`src/hdl/pvc_pkg.sv`:
```
`default_nettype none

package pvc_pkg;

  localparam int unsigned KEY_DEPTH = 64;
  localparam int unsigned KeyAw     = (KEY_DEPTH > 1) ? $clog2(KEY_DEPTH) : 1;
  localparam int unsigned KeyLw     = $clog2(KEY_DEPTH + 1);
  localparam int unsigned IdxW      = 6;
  localparam logic [IdxW-1:0] AlphaLen = IdxW'(33);

  typedef enum logic [1:0] {
    OP_CLEAR = 2'd0,
    OP_KEY   = 2'd1,
    OP_TEXT  = 2'd2
  } opcode_e;

  typedef enum logic [2:0] {
    ST_CIPHERED    = 3'd0,
    ST_PASSED      = 3'd1,
    ST_KEY_EMPTY   = 3'd2,
    ST_KEY_STORED  = 3'd3,
    ST_KEY_IGNORED = 3'd4
  } status_e;

  typedef struct packed {
    logic [1:0]  opcode;
    logic [15:0] symbol_code;
  } in_item_t;

  typedef struct packed {
    logic [15:0] out_code;
    logic [2:0]  status;
  } out_item_t;

  typedef struct packed {
    logic            valid;
    logic [IdxW-1:0] idx;
  } letter_t;

  function automatic letter_t letter_index(input logic [15:0] code);
    logic [15:0] cp;
    letter_t     res;
    cp        = code;
    res.valid = 1'b0;
    res.idx   = '0;
    if (cp inside {[16'h0430:16'h044F]}) begin
      cp = cp - 16'h0020;
    end else if (cp == 16'h0451) begin
      cp = 16'h0401;
    end
    if (cp == 16'h0401) begin
      res.valid = 1'b1;
      res.idx   = IdxW'(6);
    end else if (cp inside {[16'h0410:16'h0415]}) begin
      res.valid = 1'b1;
      res.idx   = IdxW'(cp - 16'h0410);
    end else if (cp inside {[16'h0416:16'h042F]}) begin
      res.valid = 1'b1;
      res.idx   = IdxW'(cp - 16'h040F);
    end
    return res;
  endfunction

  function automatic logic [15:0] letter_code(input logic [IdxW-1:0] idx);
    logic [15:0] res;
    if (idx < IdxW'(6)) begin
      res = 16'h0410 + 16'(idx);
    end else if (idx == IdxW'(6)) begin
      res = 16'h0401;
    end else begin
      res = 16'h040F + 16'(idx);
    end
    return res;
  endfunction

endpackage

`default_nettype wire

```
`src/hdl/progressive_vigenere_cipher_unit.sv`:
```
// channel | valid      | stall       | payload
// input   | in_valid_i | in_stall_o  | in_item_i  (opcode, symbol_code)
// output  | out_valid_o| out_stall_i | out_item_o (out_code, status)
// config  | cfg_we_i   | -           | cfg_wdata_i (direction)
// One item per cycle while out_stall_i is low; an accepted item is held in in_q,
// then registered in out_q. Key memory read is registered, its address taken
// from the next key position with write bypass. Reset clears counters,
// direction and valids only; key entries are never read before written.
// A stalled output holds one item while the input register still takes one more.
`default_nettype none

module progressive_vigenere_cipher_unit (
  input  wire logic               clk_i,
  input  wire logic               rst_ni,
  input  wire logic               in_valid_i,
  output logic                    in_stall_o,
  input  wire pvc_pkg::in_item_t  in_item_i,
  output logic                    out_valid_o,
  input  wire logic               out_stall_i,
  output pvc_pkg::out_item_t      out_item_o,
  input  wire logic               cfg_we_i,
  input  wire logic               cfg_wdata_i
);

  logic                         dir_q;
  logic                         in_valid_q;
  pvc_pkg::in_item_t            in_q;
  logic                         out_valid_q;
  pvc_pkg::out_item_t           out_q, out_d;
  logic [pvc_pkg::KeyLw-1:0]    key_len_q, key_len_d;
  logic [pvc_pkg::KeyAw-1:0]    key_pos_q, key_pos_d;
  logic [pvc_pkg::IdxW-1:0]     level_q, level_d;
  logic [pvc_pkg::IdxW-1:0]     key_mem [pvc_pkg::KEY_DEPTH];
  logic [pvc_pkg::IdxW-1:0]     key_rd_q;
  logic                         process;
  logic                         accept;
  logic                         key_we;
  pvc_pkg::letter_t             letter;
  logic [pvc_pkg::IdxW:0]       shift_sum;
  logic [pvc_pkg::IdxW-1:0]     shift;
  logic [pvc_pkg::IdxW:0]       res_sum;
  logic [pvc_pkg::IdxW-1:0]     res_idx;
  logic [pvc_pkg::KeyLw-1:0]    pos_inc;

  assign process     = in_valid_q && (!out_valid_q || !out_stall_i);
  assign in_stall_o  = in_valid_q && !process;
  assign accept      = in_valid_i && !in_stall_o;
  assign out_valid_o = out_valid_q;
  assign out_item_o  = out_q;
  assign letter      = pvc_pkg::letter_index(in_q.symbol_code);

  always_comb begin
    shift_sum = {1'b0, key_rd_q} + {1'b0, level_q};
    if (shift_sum >= {1'b0, pvc_pkg::AlphaLen}) begin
      shift_sum = shift_sum - {1'b0, pvc_pkg::AlphaLen};
    end
    shift = shift_sum[pvc_pkg::IdxW-1:0];
    if (dir_q) begin
      res_sum = {1'b0, letter.idx} + {1'b0, pvc_pkg::AlphaLen} - {1'b0, shift};
    end else begin
      res_sum = {1'b0, letter.idx} + {1'b0, shift};
    end
    if (res_sum >= {1'b0, pvc_pkg::AlphaLen}) begin
      res_sum = res_sum - {1'b0, pvc_pkg::AlphaLen};
    end
    res_idx = res_sum[pvc_pkg::IdxW-1:0];
  end

  always_comb begin
    key_len_d    = key_len_q;
    key_pos_d    = key_pos_q;
    level_d      = level_q;
    key_we       = 1'b0;
    out_d.out_code = '0;
    out_d.status   = pvc_pkg::ST_KEY_IGNORED;
    pos_inc      = pvc_pkg::KeyLw'(key_pos_q) + pvc_pkg::KeyLw'(1);
    if (process) begin
      case (in_q.opcode)
        pvc_pkg::OP_CLEAR: begin
          key_len_d    = '0;
          key_pos_d    = '0;
          level_d      = '0;
          out_d.status = pvc_pkg::ST_KEY_EMPTY;
        end
        pvc_pkg::OP_KEY: begin
          if (letter.valid && key_len_q < pvc_pkg::KeyLw'(pvc_pkg::KEY_DEPTH)) begin
            key_we       = 1'b1;
            key_len_d    = key_len_q + pvc_pkg::KeyLw'(1);
            out_d.status = pvc_pkg::ST_KEY_STORED;
          end
        end
        pvc_pkg::OP_TEXT: begin
          if (key_len_q == '0) begin
            out_d.status = pvc_pkg::ST_KEY_EMPTY;
          end else if (letter.valid) begin
            out_d.out_code = pvc_pkg::letter_code(res_idx);
            out_d.status   = pvc_pkg::ST_CIPHERED;
            if (pos_inc >= key_len_q) begin
              key_pos_d = '0;
              level_d   = (level_q == pvc_pkg::AlphaLen - pvc_pkg::IdxW'(1)) ?
                          '0 : level_q + pvc_pkg::IdxW'(1);
            end else begin
              key_pos_d = pos_inc[pvc_pkg::KeyAw-1:0];
            end
          end else begin
            out_d.out_code = in_q.symbol_code;
            out_d.status   = pvc_pkg::ST_PASSED;
          end
        end
        default: begin
          out_d.status = pvc_pkg::ST_KEY_IGNORED;
        end
      endcase
    end
  end

  always_ff @(posedge clk_i or negedge rst_ni) begin
    if (!rst_ni) begin
      dir_q       <= 1'b0;
      in_valid_q  <= 1'b0;
      out_valid_q <= 1'b0;
      key_len_q   <= '0;
      key_pos_q   <= '0;
      level_q     <= '0;
    end else begin
      if (cfg_we_i) begin
        dir_q <= cfg_wdata_i;
      end
      in_valid_q  <= accept || (in_valid_q && !process);
      out_valid_q <= process || (out_valid_q && out_stall_i);
      key_len_q   <= key_len_d;
      key_pos_q   <= key_pos_d;
      level_q     <= level_d;
    end
  end

  always_ff @(posedge clk_i) begin
    if (accept) begin
      in_q <= in_item_i;
    end
    if (process) begin
      out_q <= out_d;
    end
  end

  // key memory, read data tracks the next key position
  always_ff @(posedge clk_i) begin
    if (key_we) begin
      key_mem[key_len_q[pvc_pkg::KeyAw-1:0]] <= letter.idx;
    end
    if (key_we && key_len_q[pvc_pkg::KeyAw-1:0] == key_pos_d) begin
      key_rd_q <= letter.idx;
    end else begin
      key_rd_q <= key_mem[key_pos_d];
    end
  end

endmodule

`default_nettype wire

```
`config.mk`:
```
export PLATFORM = sky130hd
export DESIGN_NAME = progressive_vigenere_cipher_unit
export DESIGN_NICKNAME = d
export VERILOG_FILES = /design/src/hdl/pvc_pkg.sv /design/src/hdl/progressive_vigenere_cipher_unit.sv
export SDC_FILE = /design/constraint.sdc
export NUM_CORES = 1
export LEC_CHECK = 0
export ABC_AREA = 1
export BUFFER_PORTS_ARGS = -buffer_cell sky130_fd_sc_hd__buf_2
export CAP_MARGIN = 40
export CORE_ASPECT_RATIO = 0.6
export CORE_MARGIN = 4
export CORE_UTILIZATION = 50
export DETAILED_ROUTE_END_ITERATION = 10
export GPL_TIMING_DRIVEN = 0
export PLACE_DENSITY = 0.67
export SLEW_MARGIN = 10
export SYNTH_ARGS = -nofsm -noshare
export SYNTH_HDL_FRONTEND = slang
export SYNTH_SLANG_ARGS = --single-unit
```
`constraint.sdc`:
```
create_clock -name clk_i -period 11.54 [get_ports clk_i]
set_clock_uncertainty 0.05 [all_clocks]
set_input_delay 2.308 -clock clk_i [delete_from_list [all_inputs] [get_ports clk_i]]
set_output_delay 2.308 -clock clk_i [all_outputs]
set_load 0.005 [all_outputs]
```
== Yosys cells after proc, flatten, opt, wreduce, memory -nomap -nowiden ==
Memory sizes are Yosys's and may differ from the RTL's. A register that Yosys moved wholly into a read port is not among the register bits.
Index checks and enable logic that the tools add are counted.
Word-level totals
  memories: 1
  memory bits (writable): 384
  bits in latches: 0
  register bits after elaboration: 59
  output and inout port bits: 21
  memory bits (read-only): 0
Operators by class
  shifts and indexed selects: 0
  div/mod/pow operators: 0
  multiply operators: 0
  add/sub/neg operators: 14
  reductions and logical operators: 22
  equal/unequal tests: 10
  order comparisons: 11
  mux-type cells: 31
  bitwise gates (word level): 1
Memories
  key_mem: words 64, width 6, read ports 1, clocked after Yosys merged registers in 1, write ports 1, RTL line progressive_vigenere_cipher_unit.sv:33  | logic [pvc_pkg::IdxW-1:0] key_mem [pvc_pkg::KEY_DEPTH];
Operators with widths (count)
  6-bit 2-to-1 mux: 10
  16-bit by 11-bit >= comparator with 1-bit output (second input constant): 3
  16-bit by 11-bit <= comparator with 1-bit output (second input constant): 3
  7-bit 2-to-1 mux: 5
  16-bit by 11-bit equality test with 1-bit output (second input constant): 2
  16-bit 2-to-1 mux: 2
  11-bit by 6-bit adder with 12-bit output (first input constant): 2
  12-bit 2-to-1 mux: 2
  6-bit one-hot mux with 2 select lines: 2
  19-bit 2-to-1 mux: 1
  16-bit by 6-bit subtractor with 16-bit output (second input constant): 1
  6-bit by 6-bit adder with 7-bit output: 2
  7-bit by 6-bit >= comparator with 1-bit output (second input constant): 2
  7-bit one-hot mux with 2 select lines: 1
  6-bit subtractor (second input constant): 2
  3-bit one-hot mux with 3 select lines: 1
  1-bit logical AND: 8
  2-bit inequality test (second input constant): 4
  6-bit by 1-bit adder with 7-bit output (second input constant): 1
  6-bit by 6-bit adder with 7-bit output (second input constant): 1
  7-bit by 1-bit adder with 7-bit output (second input constant): 1
  7-bit >= comparator: 1
  7-bit logical NOT: 1
  7-bit < comparator (second input constant): 1
  19 further kinds: 30

== Logic depth before layout (Yosys ltp) ==
Gate-level depths: netlist of the first run.
  depth in word-level cells: 19
  depth in mapped cells: 49
  gate-level depth less buffers: 46

== Worst setup path after synthesis of the first run ==
OpenSTA, ideal clock, no wires.
  kind: flip-flop to flip-flop
  from: register in_q[5] (netlist bit)
  to: register out_q (netlist bit out_item_o[3]) (data pin)
  cell stages (with the launch flop): 41
  library setup time: 253 ps
  setup slack: 3691 ps
  clock period less this slack: 7849 ps
  arrival time: 7546 ps
  cells stage by stage: edfxtp_1 inv_1 ha_1 inv_1 o211ai_1 nand2_2 nor2_4 nand2_1 nand2_1 nand2_1 nand2_2 nand2_4 nand3_1 nand2_1 o21ai_0 ha_1 inv_1 ha_1 [... 5 more ...] nor2_1 nor2_1 xnor2_1 o21ai_2 nand2_4 nand2_1 xor2_1 inv_1 ha_1 nand2_1 nand2_1 inv_2 nand2_2 buf_6 nand2_1 nand2_1 o21bai_1 inv_1
RTL lines
  start, declared: RTL line progressive_vigenere_cipher_unit.sv:27  | pvc_pkg::in_item_t in_q;
  start signal, assigned: RTL line progressive_vigenere_cipher_unit.sv:139  | in_q <= in_item_i;
  end signal, assigned: RTL line progressive_vigenere_cipher_unit.sv:142  | out_q <= out_d;
  end, declared: RTL line progressive_vigenere_cipher_unit.sv:29  | pvc_pkg::out_item_t out_q, out_d;

==> results of run 1 <==
-- through the flow --
| stage | cell area [um^2] | setup slack (ns) |
|---|---|---|
| after CTS | 22780 | 1.994 |
| after floorplan | 20060 | 3.691 |
| after global placement | 20930 | -0.8422 |
| final | 22830 | 1.643 |
| after global routing | 22830 | 1.152 |
| after detailed placement | 21460 | 2.044 |
-- final timing paths --
kind / cells past startpoint / end / slack [ns] / from
min in group asynchronous: 1 / key_pos_q[1] / 1.71 / rst_ni
max in group asynchronous: 1 / dir_q / 9.32 / rst_ni
min: 2 / out_valid_o / 0.45 / in_valid_q
min reg2reg: 2 / out_valid_o / 0.45 / in_valid_q
max reg2reg: 46 / out_item_o[7] / 1.64 / register
max: 46 / out_item_o[7] / 1.64 / register
-- sequential cells by signal (all words and copies together) (netlist names), named ones only --
signal       cells
key_mem        384
out_item_o      19
in_q            18
key_len_q        7
key_pos_q        6
level_q          6
dir_q            1
in_valid_q       1
out_valid_o      1
-- Yosys cell counts (8+ instances only) --
cell,number,area (um^2)
edfxtp_1,421,12640
nand2_2,12,75.07
xnor2_1,8,70.07
o211ai_1,8,60.06
a21oi_1,25,125.1
o221ai_1,14,122.6
nand4_1,9,56.30
clkbuf_1,79,296.5
dfrtp_1,22,550.5
xor2_1,12,105.1
nor2_1,390,1464
nand3_1,54,270.3
o22ai_1,106,663.1
nor3_1,12,60.06
ha_1,43,538.0
inv_1,121,454.2
nand2_1,124,465.5
o21ai_0,272,1361
-- worst max-delay path: cells and delay by family (launching register included) --
kind	cells	cell delay [ns]
and+or+nand+nor	21	2.17
AOI/OAI and AO/OA	7	2.19
DFF	1	0.41
buffers and inverters	10	2.26
adders and majority gates	5	1.81
xor gates and xnor gates	3	0.71
-- cells by family (layout without fill, tap and decap cells) --
| family | Yosys count | count (layout) |
|---|---|---|
| flip-flops | 449 | 449 |
| AO/OA/AOI/OAI | 456 | 456 |
| XOR/XNOR | 20 | 20 |
| buffers and inverters | 213 | 368 |
| AND/OR/NAND/NOR | 624 | 624 |
| adder cells (fa/ha/maj) | 45 | 45 |
-- layout make-up --
cell class                      count  share of cell area, %
Clock buffer                       56                  4.873
Inverter                          130                  2.138
Buffer                             83                  1.403
Sequential cell                   449                  58.32
Tap cell                          522                  2.861
Clock inverter                     18                 0.9045
Multi-Input combinational cell   1145                  26.21
Timing Repair Buffer               81                  3.289
-- power breakdown --
part	switching (mW)	internal, mW
Clock	0.609	0.769
Sequential	0.0137	1.78
Combinational	0.554	0.261
-- layer usage --
layer | wire, um | vias up
li1 | - | 6703
met3 | 11510 | 152
met4 | 1891 | 2
met2 | 26130 | 1103
met5 | 13 | -
met1 | 31820 | 7607
==> impl_metrics.py, run 1 <==
metrics = {
    "floorplanning": {
        "die_w_um": 266.6,
        "io_pins": 45,
        "start_util_pct": 51.03,
        "num_rows": 56,
        "die-area_um2": 43490,
        "core-area_um2": 39310,
        "die_y_um": 163.2,
    },
    "hold_path": {
        "hold_class": "register to register",
    },
    "clocking": {
        "cts_tree": "yes",
        "h-tree-depth": 2,
        "cts_hold_buffers": 0,
        "clock_latency_ns": 0.56,
        "numCtsBuffers": 41,
        "clk_pin_slew_ns": 0.06,
        "ctsResizeCount": 0,
        "clock-root-buffer": "clkbuf_16",
        "cts_sinks": 449,
        "post_cts_buffers": 0,
        "clk_path_buf_depth": 3,
    },
    "placement": {
        "port_buffers": 44,
        "dpl.hpwl_mm": 51.69,
        "place_inst": 2405,
        "gp_congestion": 1.085,
    },
    "timing": {
        "holdWs_ns": 0.4473,
        "drv_slew": 0,
        "final.period_utilization_pct": 85.77,
        "worst-slew-pin-transition_ns": 1.037,
        "maxSlewHeadroom_pct": 30.59,
        "setup_viol": 0,
        "hold_violations": 0,
        "tns_ns": 0,
        "grt_setup_unrepaired": "no",
        "fmax_mhz": 101.0,
        "period_needed_ns": 9.897,
    },
    "route": {
        "num_vias": 15567,
        "drc": 0,
        "detail-route-antenna-nets": 0,
        "via_per_inst": 6.267,
        "wl_per_cell_um": 28.73,
        "drt_pre_antenna_iters": 6,
        "totalWireLength_mm": 71.37,
        "dr.first_iter.drc_count": 2415,
    },
    "global_routing": {
        "grt_use_met2_pct": 40.97,
        "grt_max_degree": 49,
        "met3_usage_pct": 13.54,
        "track_usage_pct": 32.63,
        "grt_pass1_wl_mm": 100.2,
        "use_met1_pct": 51.81,
        "grt_overflow": 0,
        "antenna_found_initial": 6,
        "grt_pass1_vias": 14070,
        "top_usage_layer": "met1",
    },
    "setup_path": {
        "crit_arrival_ns": 10.15,
        "cp_slowest_cell": "clkbuf_1",
        "max_stage_delay_ns": 0.73,
        "path_common_cell": "nor2_1",
        "crit_path_start_kind": "register",
        "critPathCaptureType": "register",
        "required_ns": 11.79,
        "path_class": "register to register",
        "worst-path-max-fanout": 10,
    },
    "synth": {
        "synth-main-ff-cell": "edfxtp_1",
        "ys_ff_latch": 449,
        "synth_cell_type_count": 48,
        "synthXorXnorAreaFrac_pct": 0.8733,
        "synth_compound_area_share_pct": 12.84,
        "syn_nets": 1876,
        "seq_area_frac_synth_pct": 66.37,
        "synth_top_family_by_area": "simple AND/OR/NAND/NOR gates",
        "synth.mux.area_fraction_pct": 0,
        "synth.avg_cell_area_um2": 11.10,
        "synthArstFlopShare_pct": 4.900,
        "synth_edf_count": 421,
        "netlist_area_um2": 20060,
        "yosys.area_share.adder_pct": 2.882,
        "synth-simple-area-share_pct": 13.01,
        "yosysWarnings": 0,
        "syn_inst": 1807,
    },
    "finish": {
        "register_area_um2": 13310,
        "syn_to_final_growth_pct": 13.79,
        "nNetsFinal": 2000,
        "final_common_cell": "edfxtp_1",
        "fillers": 3259,
        "antenna_cells": 0,
        "drive_above_1_share_pct": 9.888,
        "instances_no_fill": 2484,
        "multi_input_area_um2": 5982,
        "layout_common_cells": "421 x edfxtp_1, 388 x nor2_1, 271 x o21ai_0, 124 x nand2_1, 120 x inv_1",
        "final_core_util_pct": 58.07,
    },
    "power_and_ir_drop": {
        "power_density_nw_per_um2": 174.6,
        "power_mw": 3.985,
        "p_leak_nw": 8.634,
        "ir_drop_v": 0.0001427,
    },
    "status": {
        "outcome": "completed",
    },
    "job": {
        "maxCapViolCount": 0,
    },
}
Power figures use the tool's default switching activity.
==> inputs of run 2 (changes only) <==
- CORE_UTILIZATION: 50 -> 30
- PLACE_DENSITY: 0.67 -> 0.45
==> run 2 against run 1 <==
Net effect:
- die area up 64%
- routed wire length rose by 8.1%
- global-route usage decreased by 11 points
- critical endpoint unchanged
- largest power group unchanged
- highest routed layer is now met4
==> impl_metrics.py, run 2 (synthesized netlist as in run 1, its figures left out) <==
metrics = {
    "status": {
        "outcome": "completed",
    },
    "power_and_ir_drop": {
        "p_leak_nw": 8.766,
        "p_int_mw": 2.886,
        "p_switching_mw": 1.209,
        "power_mw": 4.095,
        "pwr-share-comb_pct": 20.2,
        "ir_drop_v": 0.0001080,
        "swShare_pct": 29.52,
        "pwr-share-clk_pct": 36.1,
        "power_density_nw_per_um2": 173.8,
        "p_seq_share_pct": 43.8,
    },
    "timing": {
        "fmax_mhz": 104.6,
        "finalWorstSetupSlack_ns": 1.980,
        "setup_viol": 0,
        "final.period_utilization_pct": 82.84,
        "holdWs_ns": 0.4468,
        "hold_violations": 0,
        "maxSlewHeadroom_pct": 36.48,
        "worst-slew-pin-transition_ns": 0.9527,
        "grt_setup_unrepaired": "no",
        "drv_slew": 0,
        "period_needed_ns": 9.560,
    },
    "floorplanning": {
        "num_rows": 73,
        "die_w_um": 341.8,
        "io_pins": 45,
        "die_y_um": 208.3,
        "start_util_pct": 30.29,
        "die-area_um2": 71200,
        "core-area_um2": 66220,
    },
    "finish": {
        "drive_above_1_share_pct": 10.53,
        "layout_common_cells": "421 x edfxtp_1, 388 x nor2_1, 271 x o21ai_0, 124 x nand2_1, 120 x inv_1",
        "nNetsFinal": 2010,
        "largest_reg_flops": 384,
        "syn_to_final_growth_pct": 17.43,
        "final_core_util_pct": 35.57,
        "fillers": 6569,
        "fin_area_um2": 23560,
        "final_common_cell": "edfxtp_1",
    },
    "global_routing": {
        "grt_pass1_vias": 13851,
        "antenna_found_initial": 8,
        "track_usage_pct": 21.24,
        "grt_pass1_wl_mm": 107.1,
        "grt_max_degree": 65,
        "grt_overflow": 0,
    },
    "setup_path": {
        "worstRegToRegCells": 47,
        "cp_slowest_cell": "clkbuf_1",
        "path_common_cell": "nor2_1",
        "r2r_end": "out_item_o[7]",
        "max_stage_delay_ns": 0.61,
        "required_ns": 11.81,
        "crit_path_start_kind": "register",
        "reg2reg_slack_ns": 1.98,
        "worst-path-max-fanout": 10,
        "endpoint": "out_item_o[7]",
        "crit_arrival_ns": 9.83,
        "critPathCaptureType": "register",
        "path_class": "register to register",
    },
    "route": {
        "num_vias": 15172,
        "via_per_inst": 5.274,
        "drc": 0,
        "drt_pre_antenna_iters": 7,
        "dr.first_iter.drc_count": 2074,
        "totalWireLength_mm": 77.19,
        "detail-route-antenna-nets": 0,
        "wl_per_cell_um": 26.83,
    },
    "placement": {
        "dpl.hpwl_mm": 57.45,
        "place_ws_ns": 2.086,
        "port_buffers": 44,
        "place_area_um2": 22120,
        "gp_congestion": 0.9993,
    },
    "clocking": {
        "numCtsBuffers": 43,
        "clock-root-buffer": "clkbuf_16",
        "cts_sinks": 449,
        "ctsResizeCount": 0,
        "clk_pin_slew_ns": 0.07,
        "post_cts_buffers": 0,
        "cts_tree": "yes",
        "h-tree-depth": 2,
        "clk_path_buf_depth": 3,
        "cts_hold_buffers": 0,
        "clock_latency_ns": 0.59,
    },
    "job": {
        "maxCapViolCount": 0,
    },
    "hold_path": {
        "hold_class": "register to register",
    },
}
==> run 2: cell types whose count changed in the layout (fill, tap and decap cells not counted), sizes merged <==
cell,before,now
buf,85,93
inv,129,128
clkbuf,135,132
clkinv,12,22
clkinvlp,3,1
bufinv,4,6
diode,0,1
==> run 2: area by class of cell <==
| cell class | count | area [um^2] | area share (%) |
|---|---|---|---|
| Sequential cell | 449 | 13310 | 56.51 |
| Inverter | 130 | 488.0 | 2.071 |
| Clock inverter | 27 | 291.5 | 1.238 |
| Antenna cell | 1 | 2.502 | 0.01062 |
| Tap cell | 900 | 1126 | 4.780 |
| Clock buffer | 53 | 1145 | 4.860 |
| Multi-Input combinational cell | 1145 | 5989 | 25.43 |
| Timing Repair Buffer | 89 | 880.8 | 3.739 |
| Buffer | 83 | 320.3 | 1.360 |
==> run 2: worst max-delay path: cells and delay by family, from the launching register on <==
family / cells / cell delay (ns)
buf+inv: 11 / 2.16
fa+ha+maj: 5 / 1.79
flops: 1 / 0.40
compound gates: 7 / 2.05
xor+xnor: 3 / 0.68
simple gates: 21 / 2.13
==> run 2: power groups by stage <==
stage | Combinational [mW] | Sequential [mW] | Clock, mW
after global placement | 0.786 | 1.83 | 0
after detailed placement | 0.809 | 1.83 | 0
final | 0.826 | 1.79 | 1.48
after global routing | 0.922 | 1.79 | 1.57
after CTS | 0.813 | 1.79 | 1.50
after floorplan | 0.572 | 1.82 | 0
==> run 2: through the flow <==
| stage | setup TNS [ns] | cells |
|---|---|---|
| after global placement | -10.54 | 2751 |
| after floorplan | 0 | 1807 |
| final | 0 | 2877 |
| after detailed placement | 0 | 2796 |
| after global routing | 0 | 2876 |
| after CTS | 0 | 2876 |
==> run 2: worst min-delay path by stage <==
stage	cells after the start	start	slack (ns)	to
finish	2	in_valid_q	0.45	out_valid_o
global route	2	in_valid_q	0.49	out_valid_o
CTS	2	in_valid_q	0.46	out_valid_o
detailed placement	2	in_valid_q	0.44	out_valid_o
global placement	2	in_valid_q	0.42	out_valid_o
floorplan	2	in_valid_q	0.41	out_valid_o
==> run 2: routing by layer <==
| layer | vias up | global-route usage, % | wire, um |
|---|---|---|---|
| met4 | 0 | 3.161 | 1090 |
| met1 | 7661 | 35.58 | 39670 |
| li1 | 6721 | - | - |
| met5 | - | 0 | 0 |
| met2 | 713 | 25.63 | 27460 |
| met3 | 77 | 7.302 | 8962 |
==> inputs of run 3 (changes only) <==
- PLACE_DENSITY: 0.45 -> 0.47
- clock period: 11.54 -> 8 ns (I/O delays scaled with it)
==> run 3 against run 2 <==
Net effect:
- total power up 50%
- critical path depth fell by 2
- clock-buffer cell count shrank 1
- non-clock buffer count rose by 1
- largest cell class unchanged
==> impl_metrics.py, run 3 (synthesized netlist as in run 1, its figures left out) <==
metrics = {
    "finish": {
        "fin_area_um2": 24050,
        "final_core_util_pct": 36.33,
        "nNetsFinal": 2012,
        "instances_no_fill": 2881,
        "largest_reg_flops": 384,
        "layout_common_cells": "421 x edfxtp_1, 386 x nor2_1, 265 x o21ai_0, 121 x nand2_1, 119 x inv_1",
        "drive_above_1_share_pct": 15.72,
        "final_common_cell": "edfxtp_1",
        "syn_to_final_growth_pct": 19.92,
    },
    "power_and_ir_drop": {
        "swShare_pct": 29.42,
        "power_mw": 6.130,
        "p_int_mw": 4.327,
        "p_leak_nw": 9.048,
        "power_density_nw_per_um2": 254.9,
        "p_switching_mw": 1.804,
        "pwr-share-comb_pct": 20.5,
        "p_seq_share_pct": 42.2,
        "ir_drop_v": 0.0001870,
        "pwr-share-clk_pct": 37.3,
    },
    "global_routing": {
        "grt_pass1_vias": 13989,
        "grt_pass1_wl_mm": 107.0,
        "grt_overflow": 0,
        "top_usage_layer": "met1",
        "antenna_found_initial": 9,
        "grt_max_degree": 65,
        "track_usage_pct": 21.05,
        "use_met1_pct": 34.79,
        "met3_usage_pct": 6.079,
        "grt_use_met2_pct": 26.55,
    },
    "setup_path": {
        "max_stage_delay_ns": 0.43,
        "critPathBufInv": 9,
        "worst-path-max-fanout": 10,
        "cp.depth": 45,
        "required_ns": 8.31,
        "crit_path_start_kind": "register",
        "critPathTopFamily": "simple AND/OR/NAND/NOR gates",
        "worstRegToRegCells": 45,
        "cp_slowest_cell": "o22ai_1",
        "crit_arrival_ns": 7.86,
        "critPathCaptureType": "register",
        "path_class": "register to register",
    },
    "timing": {
        "fmax_mhz": 132.4,
        "tns_ns": 0,
        "finalWorstSetupSlack_ns": 0.4481,
        "maxSlewHeadroom_pct": 38.37,
        "setup_viol": 0,
        "final.period_utilization_pct": 94.40,
        "hold_violations": 0,
        "period_needed_ns": 7.552,
        "worst-slew-pin-transition_ns": 0.9223,
        "drv_slew": 0,
        "holdWs_ns": 0.4340,
    },
    "clocking": {
        "clock-root-buffer": "clkbuf_16",
        "cts_tree": "yes",
        "cts_hold_buffers": 0,
        "clock_latency_ns": 0.58,
        "clk_path_buf_depth": 3,
        "clk_pin_slew_ns": 0.08,
        "numCtsBuffers": 44,
        "cts_sinks": 449,
        "h-tree-depth": 2,
    },
    "hold_path": {
        "hold_class": "register to register",
        "hold-path-cell-count": 2,
    },
    "route": {
        "drt_pre_antenna_iters": 6,
        "detail-route-antenna-nets": 0,
        "wl_per_cell_um": 26.54,
        "drc": 0,
        "dr.first_iter.drc_count": 2230,
        "totalWireLength_mm": 76.47,
        "via_per_inst": 5.346,
        "num_vias": 15401,
    },
    "floorplanning": {
        "die_w_um": 341.8,
        "die_y_um": 208.3,
        "start_util_pct": 30.29,
        "num_rows": 73,
        "die-area_um2": 71200,
        "io_pins": 45,
        "core-area_um2": 66220,
    },
    "status": {
        "outcome": "completed",
    },
    "placement": {
        "place_inst": 2794,
        "port_buffers": 44,
        "dpl.hpwl_mm": 56.11,
        "gp_congestion": 1.006,
        "place_ws_ns": -1.335,
        "place_area_um2": 22060,
    },
    "job": {
        "maxCapViolCount": 0,
    },
}
run 3: changes by cell type in the layout (fill, tap and decap cells not counted), moves of 6 or more:
cell,previous run,this run
o22ai_1,106,85
o22ai_2,0,18
o21ai_0,271,265
clkbuf_4,0,15
clkbuf_1,87,32
clkbuf_2,0,31
run 3: cell type report:
class | count | area [um^2]
Timing Repair Buffer | 90 | 853.3
Clock buffer | 52 | 1151
Inverter | 130 | 488.0
Clock inverter | 30 | 410.4
Multi-Input combinational cell | 1145 | 6248
Buffer | 83 | 456.7
Fill cell | 6516 | 42170
Tap cell | 900 | 1126
Sequential cell | 449 | 13320
Antenna cell | 2 | 5.005
run 3: what timing repair did:
item / CTS / global route
pin swaps: 6 / 10
buffers inserted: 2 / 1
setup endpoints to repair: 7 / 7
gates resized for setup: 73 / 84
run 3: final timing paths:
check / end / slack [ns] / startpoint
hold reg to reg: out_valid_o / 0.43 / in_valid_q
setup reg to reg: out_item_o[4] / 0.45 / register
hold / removal: out_valid_o / 0.43 / in_valid_q
max in group asynchronous: key_pos_q[0] / 6.51 / rst_ni
setup / recovery: out_item_o[4] / 0.45 / register
min in group asynchronous: out_valid_o / 0.97 / rst_ni
run 3: power groups by stage:
| stage | Combinational [mW] | Clock (mW) | Sequential (mW) |
|---|---|---|---|
| 6_report | 1.26 | 2.29 | 2.58 |
| 2_1_floorplan | 0.826 | 0 | 2.63 |
| 3_3_place_gp | 1.12 | 0 | 2.64 |
| 4_1_cts | 1.19 | 2.32 | 2.58 |
| 5_1_grt | 1.41 | 2.42 | 2.59 |
| 3_5_place_dp | 1.16 | 0 | 2.63 |
run 3: worst min-delay path: stages, from the launching register on:
cell and delay [ns]:
dfrtp_1 0.34, inv_1 0.06, nand2_1 0.06
run 3: metal layers:
layer / wire length (um) / part of all wire [%] / up-vias
met5: 38 / 0.050 / -
met1: 38440 / 50 / 7826
met4: 1268 / 1.7 / 6
met2: 28450 / 37 / 730
li1: - / - / 6730
met3: 8277 / 11 / 109
